<file path="config.mk">
export PLATFORM = sky130hd
export DESIGN_NAME = i2c_register_access_master_core
export DESIGN_NICKNAME = d
export VERILOG_FILES = /design/src/rtl/i2cram_pkg.sv /design/src/rtl/i2c_register_access_master_core.sv /design/src/rtl/i2cram_skid.sv
export SDC_FILE = /design/constraint.sdc
export NUM_CORES = 1
export LEC_CHECK = 0
export BUFFER_PORTS_ARGS = -buffer_cell sky130_fd_sc_hd__clkbuf_2
export CORE_ASPECT_RATIO = 1.75
export CORE_MARGIN = 2
export CORE_UTILIZATION = 58
export CTS_CLUSTER_DIAMETER = 50
export DETAILED_ROUTE_END_ITERATION = 10
export PLACE_DENSITY = 0.79
export SYNTH_ARGS = -nofsm -noshare
export SYNTH_HDL_FRONTEND = slang
export SYNTH_HIERARCHICAL = 1
export SYNTH_SLANG_ARGS = --single-unit
</file>
<file path="constraint.sdc">
create_clock -name clk_i -period 4.4 [get_ports clk_i]
set_input_delay 0.22 -clock clk_i [delete_from_list [all_inputs] [get_ports clk_i]]
set_output_delay 0.22 -clock clk_i [all_outputs]
set_load 0.03 [all_outputs]
</file>
<file path="src/rtl/i2cram_pkg.sv">
// types and codes shared by the register access master
// no dependencies

package i2cram_pkg;

  typedef enum logic [1:0] {
    FUNC_TICK  = 2'd0,
    FUNC_READ  = 2'd1,
    FUNC_WRITE = 2'd2,
    FUNC_RSVD  = 2'd3
  } func_e;

  typedef enum logic [3:0] {
    ST_IDLE    = 4'd0,
    ST_START   = 4'd1,
    ST_ADDR_W  = 4'd2,
    ST_REG     = 4'd3,
    ST_DATA    = 4'd4,
    ST_RESTART = 4'd5,
    ST_ADDR_R  = 4'd6,
    ST_RECV    = 4'd7,
    ST_STOP    = 4'd8
  } step_e;

  localparam logic [6:0] SlaveAddrReset = 7'd104;
  localparam logic [3:0] BitsPerByte    = 4'd8;

  typedef struct packed {
    logic [1:0] func;
    logic [7:0] reg_addr;
    logic [7:0] write_data;
    logic       sda_in;
  } in_item_t;

  typedef struct packed {
    logic       scl_out;
    logic       sda_out;
    logic       busy_res;
    logic       done_res;
    logic [7:0] read_byte;
    logic       refused;
  } out_item_t;

endpackage

</file>
<file path="src/rtl/i2c_register_access_master_core.sv">
// bit-level two-wire bus master, one register read or write per request
// depends on i2cram_pkg and i2cram_skid
// usage:
//   each input item is one bus tick carrying a function code, register index,
//   write byte and the sampled data line level. every item yields exactly one
//   result item with the clock and data levels to drive for that tick, busy,
//   done, the last received byte and a refused flag.
//   a read or write request taken while idle starts driving on the same tick;
//   a request taken while busy is dropped and flagged refused.
//   the slave address register is written through cfg_we_i / cfg_wdata_i and
//   is picked up at the next address byte.
// throughput:
//   one item per clock cycle while in_stall_o is low. the tick is evaluated in
//   the cycle it is accepted and its result is registered in the output buffer.
//   the transaction sequencer state is the only loop.
// reset:
//   the sequencer returns to idle, slave address is 104, read byte is zero.
// stall:
//   a stalled result holds; one more item is taken into the skid register,
//   after which in_stall_o rises until the output drains.

module i2c_register_access_master_core (
  input  logic                  clk_i,
  input  logic                  rst_ni,
  input  logic                  in_valid_i,
  output logic                  in_stall_o,
  input  i2cram_pkg::in_item_t  in_item_i,
  output logic                  out_valid_o,
  input  logic                  out_stall_i,
  output i2cram_pkg::out_item_t out_item_o,
  input  logic                  cfg_we_i,
  input  logic [6:0]            cfg_wdata_i
);
  import i2cram_pkg::*;

  logic [6:0] addr_q;
  step_e      step_q, step_d;
  logic [1:0] phase_q, phase_d;
  logic [3:0] cnt_q, cnt_d;
  logic [7:0] shift_q, shift_d;
  logic       is_write_q, is_write_d;
  logic [7:0] held_reg_q, held_reg_d;
  logic [7:0] held_data_q, held_data_d;
  logic [7:0] rx_q, rx_d;

  logic       fire;
  logic       request;
  logic       start_now;
  step_e      cur_step;
  logic [1:0] cur_phase;
  logic [3:0] cur_cnt;
  logic [7:0] cur_shift;
  out_item_t  res;

  function automatic logic [7:0] load_shift(step_e s, logic [6:0] addr,
                                            logic [7:0] hreg, logic [7:0] hdata);
    logic [7:0] v;
    unique case (s)
      ST_ADDR_W: v = {addr, 1'b0};
      ST_ADDR_R: v = {addr, 1'b1};
      ST_REG:    v = hreg;
      ST_DATA:   v = hdata;
      default:   v = 8'd0;
    endcase
    return v;
  endfunction

  assign request   = (in_item_i.func == FUNC_READ) || (in_item_i.func == FUNC_WRITE);
  assign start_now = (step_q == ST_IDLE) && request;
  assign cur_step  = start_now ? ST_START : step_q;
  assign cur_phase = start_now ? 2'd0 : phase_q;
  assign cur_cnt   = start_now ? 4'd0 : cnt_q;
  assign cur_shift = start_now ? 8'd0 : shift_q;
  assign fire      = in_valid_i & ~in_stall_o;

  // next state
  always_comb begin
    step_e nxt;
    logic  enter;
    nxt         = ST_IDLE;
    enter       = 1'b0;
    step_d      = cur_step;
    phase_d     = cur_phase;
    cnt_d       = cur_cnt;
    shift_d     = cur_shift;
    rx_d        = rx_q;
    is_write_d  = start_now ? (in_item_i.func == FUNC_WRITE) : is_write_q;
    held_reg_d  = start_now ? in_item_i.reg_addr : held_reg_q;
    held_data_d = start_now ? in_item_i.write_data : held_data_q;
    unique case (cur_step) inside
      ST_START, ST_RESTART: begin
        if (cur_phase[1]) begin
          enter = 1'b1;
          nxt   = (cur_step == ST_START) ? ST_ADDR_W : ST_ADDR_R;
        end else begin
          phase_d = cur_phase + 2'd1;
        end
      end
      ST_STOP: begin
        if (cur_phase[1]) begin
          enter = 1'b1;
          nxt   = ST_IDLE;
        end else begin
          phase_d = cur_phase + 2'd1;
        end
      end
      ST_RECV: begin
        if (cur_phase == 2'd0) begin
          phase_d = 2'd1;
        end else begin
          phase_d = 2'd0;
          if (cur_cnt < BitsPerByte) begin
            shift_d = {cur_shift[6:0], in_item_i.sda_in};
            cnt_d   = cur_cnt + 4'd1;
            if (cur_cnt + 4'd1 == BitsPerByte) begin
              rx_d = {cur_shift[6:0], in_item_i.sda_in};
            end
          end else begin
            enter = 1'b1;
            nxt   = ST_STOP;
          end
        end
      end
      ST_ADDR_W, ST_REG, ST_DATA, ST_ADDR_R: begin
        if (cur_phase == 2'd0) begin
          phase_d = 2'd1;
        end else begin
          phase_d = 2'd0;
          if (cur_cnt < BitsPerByte) begin
            shift_d = {cur_shift[6:0], 1'b0};
            cnt_d   = cur_cnt + 4'd1;
          end else begin
            enter = 1'b1;
            unique case (cur_step)
              ST_ADDR_W: nxt = ST_REG;
              ST_REG:    nxt = is_write_d ? ST_DATA : ST_RESTART;
              ST_ADDR_R: nxt = ST_RECV;
              default:   nxt = ST_STOP;
            endcase
          end
        end
      end
      default: begin
        step_d  = ST_IDLE;
      end
    endcase
    if (enter) begin
      step_d  = nxt;
      phase_d = 2'd0;
      cnt_d   = 4'd0;
      shift_d = load_shift(nxt, addr_q, held_reg_d, held_data_d);
    end
  end

  // outputs of the tick
  always_comb begin
    res           = '0;
    res.scl_out   = 1'b1;
    res.sda_out   = 1'b1;
    res.busy_res  = 1'b1;
    res.read_byte = rx_d;
    res.refused   = request && !start_now && (step_q != ST_IDLE);
    unique case (cur_step) inside
      ST_START, ST_RESTART: begin
        res.scl_out = (cur_phase != 2'd0);
        res.sda_out = !cur_phase[1];
      end
      ST_STOP: begin
        res.scl_out  = (cur_phase != 2'd0);
        res.sda_out  = cur_phase[1];
        res.done_res = cur_phase[1];
      end
      ST_RECV: begin
        res.scl_out = cur_phase[0];
      end
      ST_ADDR_W, ST_REG, ST_DATA, ST_ADDR_R: begin
        res.scl_out = cur_phase[0];
        res.sda_out = (cur_cnt < BitsPerByte) ? cur_shift[7] : 1'b1;
      end
      default: begin
        res.busy_res = 1'b0;
        res.refused  = 1'b0;
      end
    endcase
  end

  always_ff @(posedge clk_i or negedge rst_ni) begin
    if (!rst_ni) begin
      addr_q      <= SlaveAddrReset;
      step_q      <= ST_IDLE;
      phase_q     <= 2'd0;
      cnt_q       <= 4'd0;
      shift_q     <= 8'd0;
      is_write_q  <= 1'b0;
      held_reg_q  <= 8'd0;
      held_data_q <= 8'd0;
      rx_q        <= 8'd0;
    end else begin
      if (cfg_we_i) begin
        addr_q <= cfg_wdata_i;
      end
      if (fire) begin
        step_q      <= step_d;
        phase_q     <= phase_d;
        cnt_q       <= cnt_d;
        shift_q     <= shift_d;
        is_write_q  <= is_write_d;
        held_reg_q  <= held_reg_d;
        held_data_q <= held_data_d;
        rx_q        <= rx_d;
      end
    end
  end

  i2cram_skid u_out_buf (
    .clk_i       (clk_i),
    .rst_ni      (rst_ni),
    .in_valid_i  (in_valid_i),
    .in_stall_o  (in_stall_o),
    .in_item_i   (res),
    .out_valid_o (out_valid_o),
    .out_stall_i (out_stall_i),
    .out_item_o  (out_item_o)
  );

endmodule

</file>
<file path="src/rtl/i2cram_skid.sv">
// two-entry output buffer for result items, main register plus skid register
// depends on i2cram_pkg

module i2cram_skid (
  input  logic                  clk_i,
  input  logic                  rst_ni,
  input  logic                  in_valid_i,
  output logic                  in_stall_o,
  input  i2cram_pkg::out_item_t in_item_i,
  output logic                  out_valid_o,
  input  logic                  out_stall_i,
  output i2cram_pkg::out_item_t out_item_o
);
  import i2cram_pkg::*;

  logic      main_valid_q, main_valid_d;
  logic      skid_valid_q, skid_valid_d;
  out_item_t main_q, main_d;
  out_item_t skid_q, skid_d;
  logic      pop;
  logic      push;

  assign pop         = main_valid_q & ~out_stall_i;
  assign push        = in_valid_i & ~skid_valid_q;
  assign in_stall_o  = skid_valid_q;
  assign out_valid_o = main_valid_q;
  assign out_item_o  = main_q;

  always_comb begin
    main_valid_d = main_valid_q;
    skid_valid_d = skid_valid_q;
    main_d       = main_q;
    skid_d       = skid_q;
    if (skid_valid_q) begin
      if (pop) begin
        main_d       = skid_q;
        skid_valid_d = 1'b0;
      end
    end else if (push) begin
      if (main_valid_q && !pop) begin
        skid_d       = in_item_i;
        skid_valid_d = 1'b1;
      end else begin
        main_d       = in_item_i;
        main_valid_d = 1'b1;
      end
    end else if (pop) begin
      main_valid_d = 1'b0;
    end
  end

  always_ff @(posedge clk_i or negedge rst_ni) begin
    if (!rst_ni) begin
      main_valid_q <= 1'b0;
      skid_valid_q <= 1'b0;
    end else begin
      main_valid_q <= main_valid_d;
      skid_valid_q <= skid_valid_d;
    end
  end

  always_ff @(posedge clk_i) begin
    main_q <= main_d;
    skid_q <= skid_d;
  end

endmodule

</file>
# Word-level counts from Yosys, hierarchy flattened
# Cells that the tools add are included.
dict set report totals {
  register_bits 78
  inputBits 31
  out_inout_bits 15
  word_cells 128
}
dict set report classes {
  add_sub_neg 2
  magnitude_cmp 1
  n_eq_ne 18
  n_mux 58
  n_bitwise 4
  n_reduce_logical 22
}
# op n
set op_table {}
lappend op_table {{$mux W8} 12}
lappend op_table {{$mux W13} 4}
lappend op_table {{$mux W4} 12}
lappend op_table {{$pmux W8 S4} 1}
lappend op_table {{$eq A4 B3 Y1 const B} 6}
lappend op_table {{$pmux W4 S3} 2}
lappend op_table {{$mux W1} 17}
lappend op_table {{$eq A4 B2 Y1 const B} 4}
lappend op_table {{$pmux W8 S2} 1}
lappend op_table {{$reduce_and A3 Y1} 3}
lappend op_table {{$eq A4 B4 Y1 const B} 2}
lappend op_table {{$reduce_or A8 Y1} 1}
lappend op_table {{$mux W2} 3}
lappend op_table {{$mux W3} 2}
lappend op_table {{$reduce_bool A2 Y1} 3}
lappend op_table {{$reduce_or A5 Y1} 1}
lappend op_table {{$add A4 B1 Y4 const B} 1}
lappend op_table {{$eq A4 B1 Y1 const B} 1}
lappend op_table {{$logic_and A1 B1 Y1} 4}
lappend op_table {{$logic_not A4 Y1} 1}
lappend op_table {{$lt A4 B4 Y1 const B} 1}
lappend op_table {{$ne A2 B2 Y1 const B} 2}
lappend op_table {{$pmux W1 S2} 2}
lappend op_table {{$pmux W2 S2} 1}
lappend op_table {{14 further kinds} 18}

# Depth between registers and ports, before layout
dict set report logic_depth {
  depth_word 13
  mapped_depth 16
  ltp_nobuf 13
}

# By module
# Netlist, hierarchy kept.
# module instances cells_each area_per_inst_um2 seq_area_each_um2
set modules_own_cells {}
lappend modules_own_cells {i2c_register_access_master_core 1 278 2875.3 1255.0}
lappend modules_own_cells {i2cram_skid 1 53 1082.3 830.8}

# Worst setup path before layout
# No wires, ideal clock.
dict set report synth_timing {
  kind {input-to-reg}
  start {input in_item_i[17] (netlist bit)}
  end {register u_out_buf.main_q, in the netlist u_out_buf/out_item_o[2] (data pin)}
  setup_ps 260
  t_arrival_ps 3224
  required_time_ps 4140
  slack_ps 916
  stages 16
  path_buffers 4
  path_cell_list {inv_1 > ha_1 > inv_1 > nand2_4 > buf_6 > clkbuf_1 > clkbuf_1 > nand2_1 > ha_1 > or3b_2 > nor3_2 > o31ai_2 > buf_2 > nand2_1 > o21ai_0 > mux2_4}
}
# element line_no
set synth_rtl {}
lappend synth_rtl {{start, declared} i2c_register_access_master_core.sv:27} ;# input i2cram_pkg::in_item_t in_item_i,
lappend synth_rtl {{end signal, assigned} i2cram_skid.sv:63} ;# main_q <= main_d;
lappend synth_rtl {{end, declared} i2cram_skid.sv:18} ;# out_item_t main_q, main_d;

==> flow_summary.ini <==
[clock_tree]
htree_num_levels = 3
cts.sinks = 78
clock-root-buffer = clkbuf_16
cts_hold_buf = 0
cts_max_path_buffers = 2
clk-insertion-delay-late_ps = 330
cts_tree = built
clkTransAtPathRegs_ps = 60
cts_buffers = 9
cts_resized = 0
post_cts_buffers = 0

[placement]
routabilityCongestion = 0.891
place_area_sq_um = 4160
hpwlAfterDp_um = 5600
io_buffers = 45

[timing]
worst_hold_slack_ps = -13.2
tns_ps = 0
min_period_ps = 3590
fmax_mhz = 279
slew_headroom = 0.225
drv_slew = 0
setup_viol_count_final = 0
rsz0062_at_grt = no
hold_viol = 6
tightestPinTransition_ps = 1160
fin_skew_ps = 6.72
min_period_over_period = 0.815

[setup_path]
r2r_setup_slack_ps = 810
rr_worst_depth = 9
timing.rr.start = step_q[3]
critPathArrivalTime_ps = 3670
crit_type = register to register
worstSetupStartpointType = register
cp_max_fo = 31
cp_data_required_time_ps = 4490
endpoint_kind = register
critPathCapture = u_out_buf/out_item_o[6]
startpoint = step_q[3]
critPathMaxStageDelay_ps = 710
r2r_end = u_out_buf/out_item_o[6]
crit_slowest_cell = o31ai_2
cp_cell_sequence = nor4_4 -> nand2_4 -> and2_1 -> ha_1 -> nand3b_1 -> a21oi_1 -> o31ai_2 -> o21ai_0 -> mux2_4

[layout]
drive_gt1_frac = 0.341
seqCellArea_sq_um = 2090
fill_cells = 492
final_common_cell = dfrtp_1
multi_input_area_sq_um = 1670
final_cell_mix = dfrtp_1 (49), clkbuf_2 (45), nand2_1 (41)
num_antenna_cells = 0
nNetsFinal = 409
area.growth.synth_to_final_pct = 13.4
fin_area_sq_um = 4490

[global_routing]
track_usage = 0.231
grt_pass1_vias = 2770
grt_antenna_before_repair = 0
grt_max_degree = 53
grt_pass1_wl_um = 13200
grt_overflow = 0

[floorplan]
std_cell_rows = 39
die_h_um = 113
start_util = 0.601
dieArea_sq_um = 7530
fp.dieW_um = 66.4
core_area_sq_um = 6590
boundaryPins = 46

[route]
firstDrtPassIters = 5
wl_um = 7930
vias_per_cell = 5.99
route.detailed.drc = 0
avgRoutedWirePerCell_um = 17.2
vias = 2757
drtIter0Drc = 186
drtAntennaViolNets = 0

[logic_synthesis]
seq_area_frac_synth = 0.527
synth_edf_count = 26
syn-instance-count = 331
synth_cell_types = 59
synth_fp_nets = 367
ys_ff_latch = 78
synth.avg_cell_area_sq_um = 12.0
synth_ff_type = dfrtp_1
ys_warn_count = 6
yosys-top-cells-area = dfrtp_1 (31%), edfxtp_1 (20%), mux2_2 (11%)
synthArstFlopShare = 0.667
synth_top_cell_area_share = 0.310
netlist_area_sq_um = 3960
yosysTopAreaCell = dfrtp_1

[pwr]
powerDensity_nw_per_um2 = 718
leakage_nw = 1.89
ir_worst_vdd_v = 0.000532

[run_status]
violations = hold timing
status = complete, but fails checks

[job]
drv_cap = 0

[min_path]
hold_path_class = primary input to asynchronous set/reset pin
power breakdown:
part,switching [mW],leakage (nW),internal [mW]
clock network,0.302,0.159,0.505
logic,0.702,0.850,0.517
registers,0.178,0.882,1.02
total,1.18,1.89,2.04
through the flow:
step	instances	util	hold slack (ps)	worst slack, ps	power [mW]
final	460	0.681	-13.2	814	3.22
after global routing	460	0.681	51.6	488	3.40
after CTS	460	0.681	20.9	820	3.23
after detailed placement	444	0.631	373	854	2.41
after global placement	444	0.631	369	1050	2.38
after floorplan	331	-	-75.6	916	2.18
flip-flops by register name, summed over array words and instances (netlist names):
signal,cells
shift_q,8
addr_q,7
rx_q,8
u_out_buf/in_stall_o,1
is_write_q,1
cnt_q,4
held_data_q,8
u_out_buf/out_item_o,13
u_out_buf/skid_q,13
held_reg_q,8
phase_q,2
step_q,4
u_out_buf/out_valid_o,1
area by class of cell:
class,instances,share of cell area
Tap cell,82,0.0229
Sequential cell,78,0.465
Clock inverter,7,0.0234
Clock buffer,9,0.0502
Timing Repair Buffer,51,0.0602
Inverter,7,0.00585
Multi-Input combinational cell,226,0.373
cells by family after synthesis:
kind of cell,count (synthesis),synth area share
multiplexers,45,0.136
XOR/XNOR,2,0.00443
AND/OR/NAND/NOR,83,0.110
flip-flops,78,0.527
AO/OA/AOI/OAI,91,0.157
buffers and inverters,27,0.0500
adder cells (fa/ha/maj),5,0.0158
worst min path at each step:
stage	start	to	cells past startpoint
CTS	rst_ni	is_write_q	2
global placement	rst_ni	is_write_q	2
global route	rst_ni	is_write_q	2
floorplan	rst_ni	addr_q[0]	0
finish	rst_ni	is_write_q	2
detailed placement	rst_ni	is_write_q	2
Yosys cell counts, drive strengths merged (2+ instances only):
| master | n |
|---|---|
| dfrtp | 49 |
| mux2 | 45 |
| nand2 | 42 |
| edfxtp | 26 |
| o21ai | 26 |
| a21oi | 17 |
| buf | 10 |
| clkbuf | 10 |
| o22ai | 9 |
| o21a | 8 |
| a222oi | 7 |
| inv | 7 |
| nor2 | 7 |
| nor3 | 7 |
| nand3 | 6 |
| and2 | 5 |
| ha | 5 |
| a22o | 4 |
| dfstp | 3 |
| nand2b | 3 |
| nor2b | 3 |
| o211ai | 3 |
| o21bai | 3 |
| a211oi | 2 |
| a221o | 2 |
| nor3b | 2 |
| nor4 | 2 |
critical path, delay by kind of cell, from the launching register on:
family          cells  cell delay (ps)
simple gates        4             1110
compound gates      3             1090
flops               1              530
mux                 1              330
fa+ha+maj           1              280
layer usage:
layer  vias up  global-route usage  routed length, um
li1       1322                   -                  -
met4         0              0.0898                145
met1      1355               0.282               3170
met3        11              0.0427                280
met2        69               0.396               4330
met5         -                   0                  0
No activity file was read; power rests on OpenSTA's default activity.
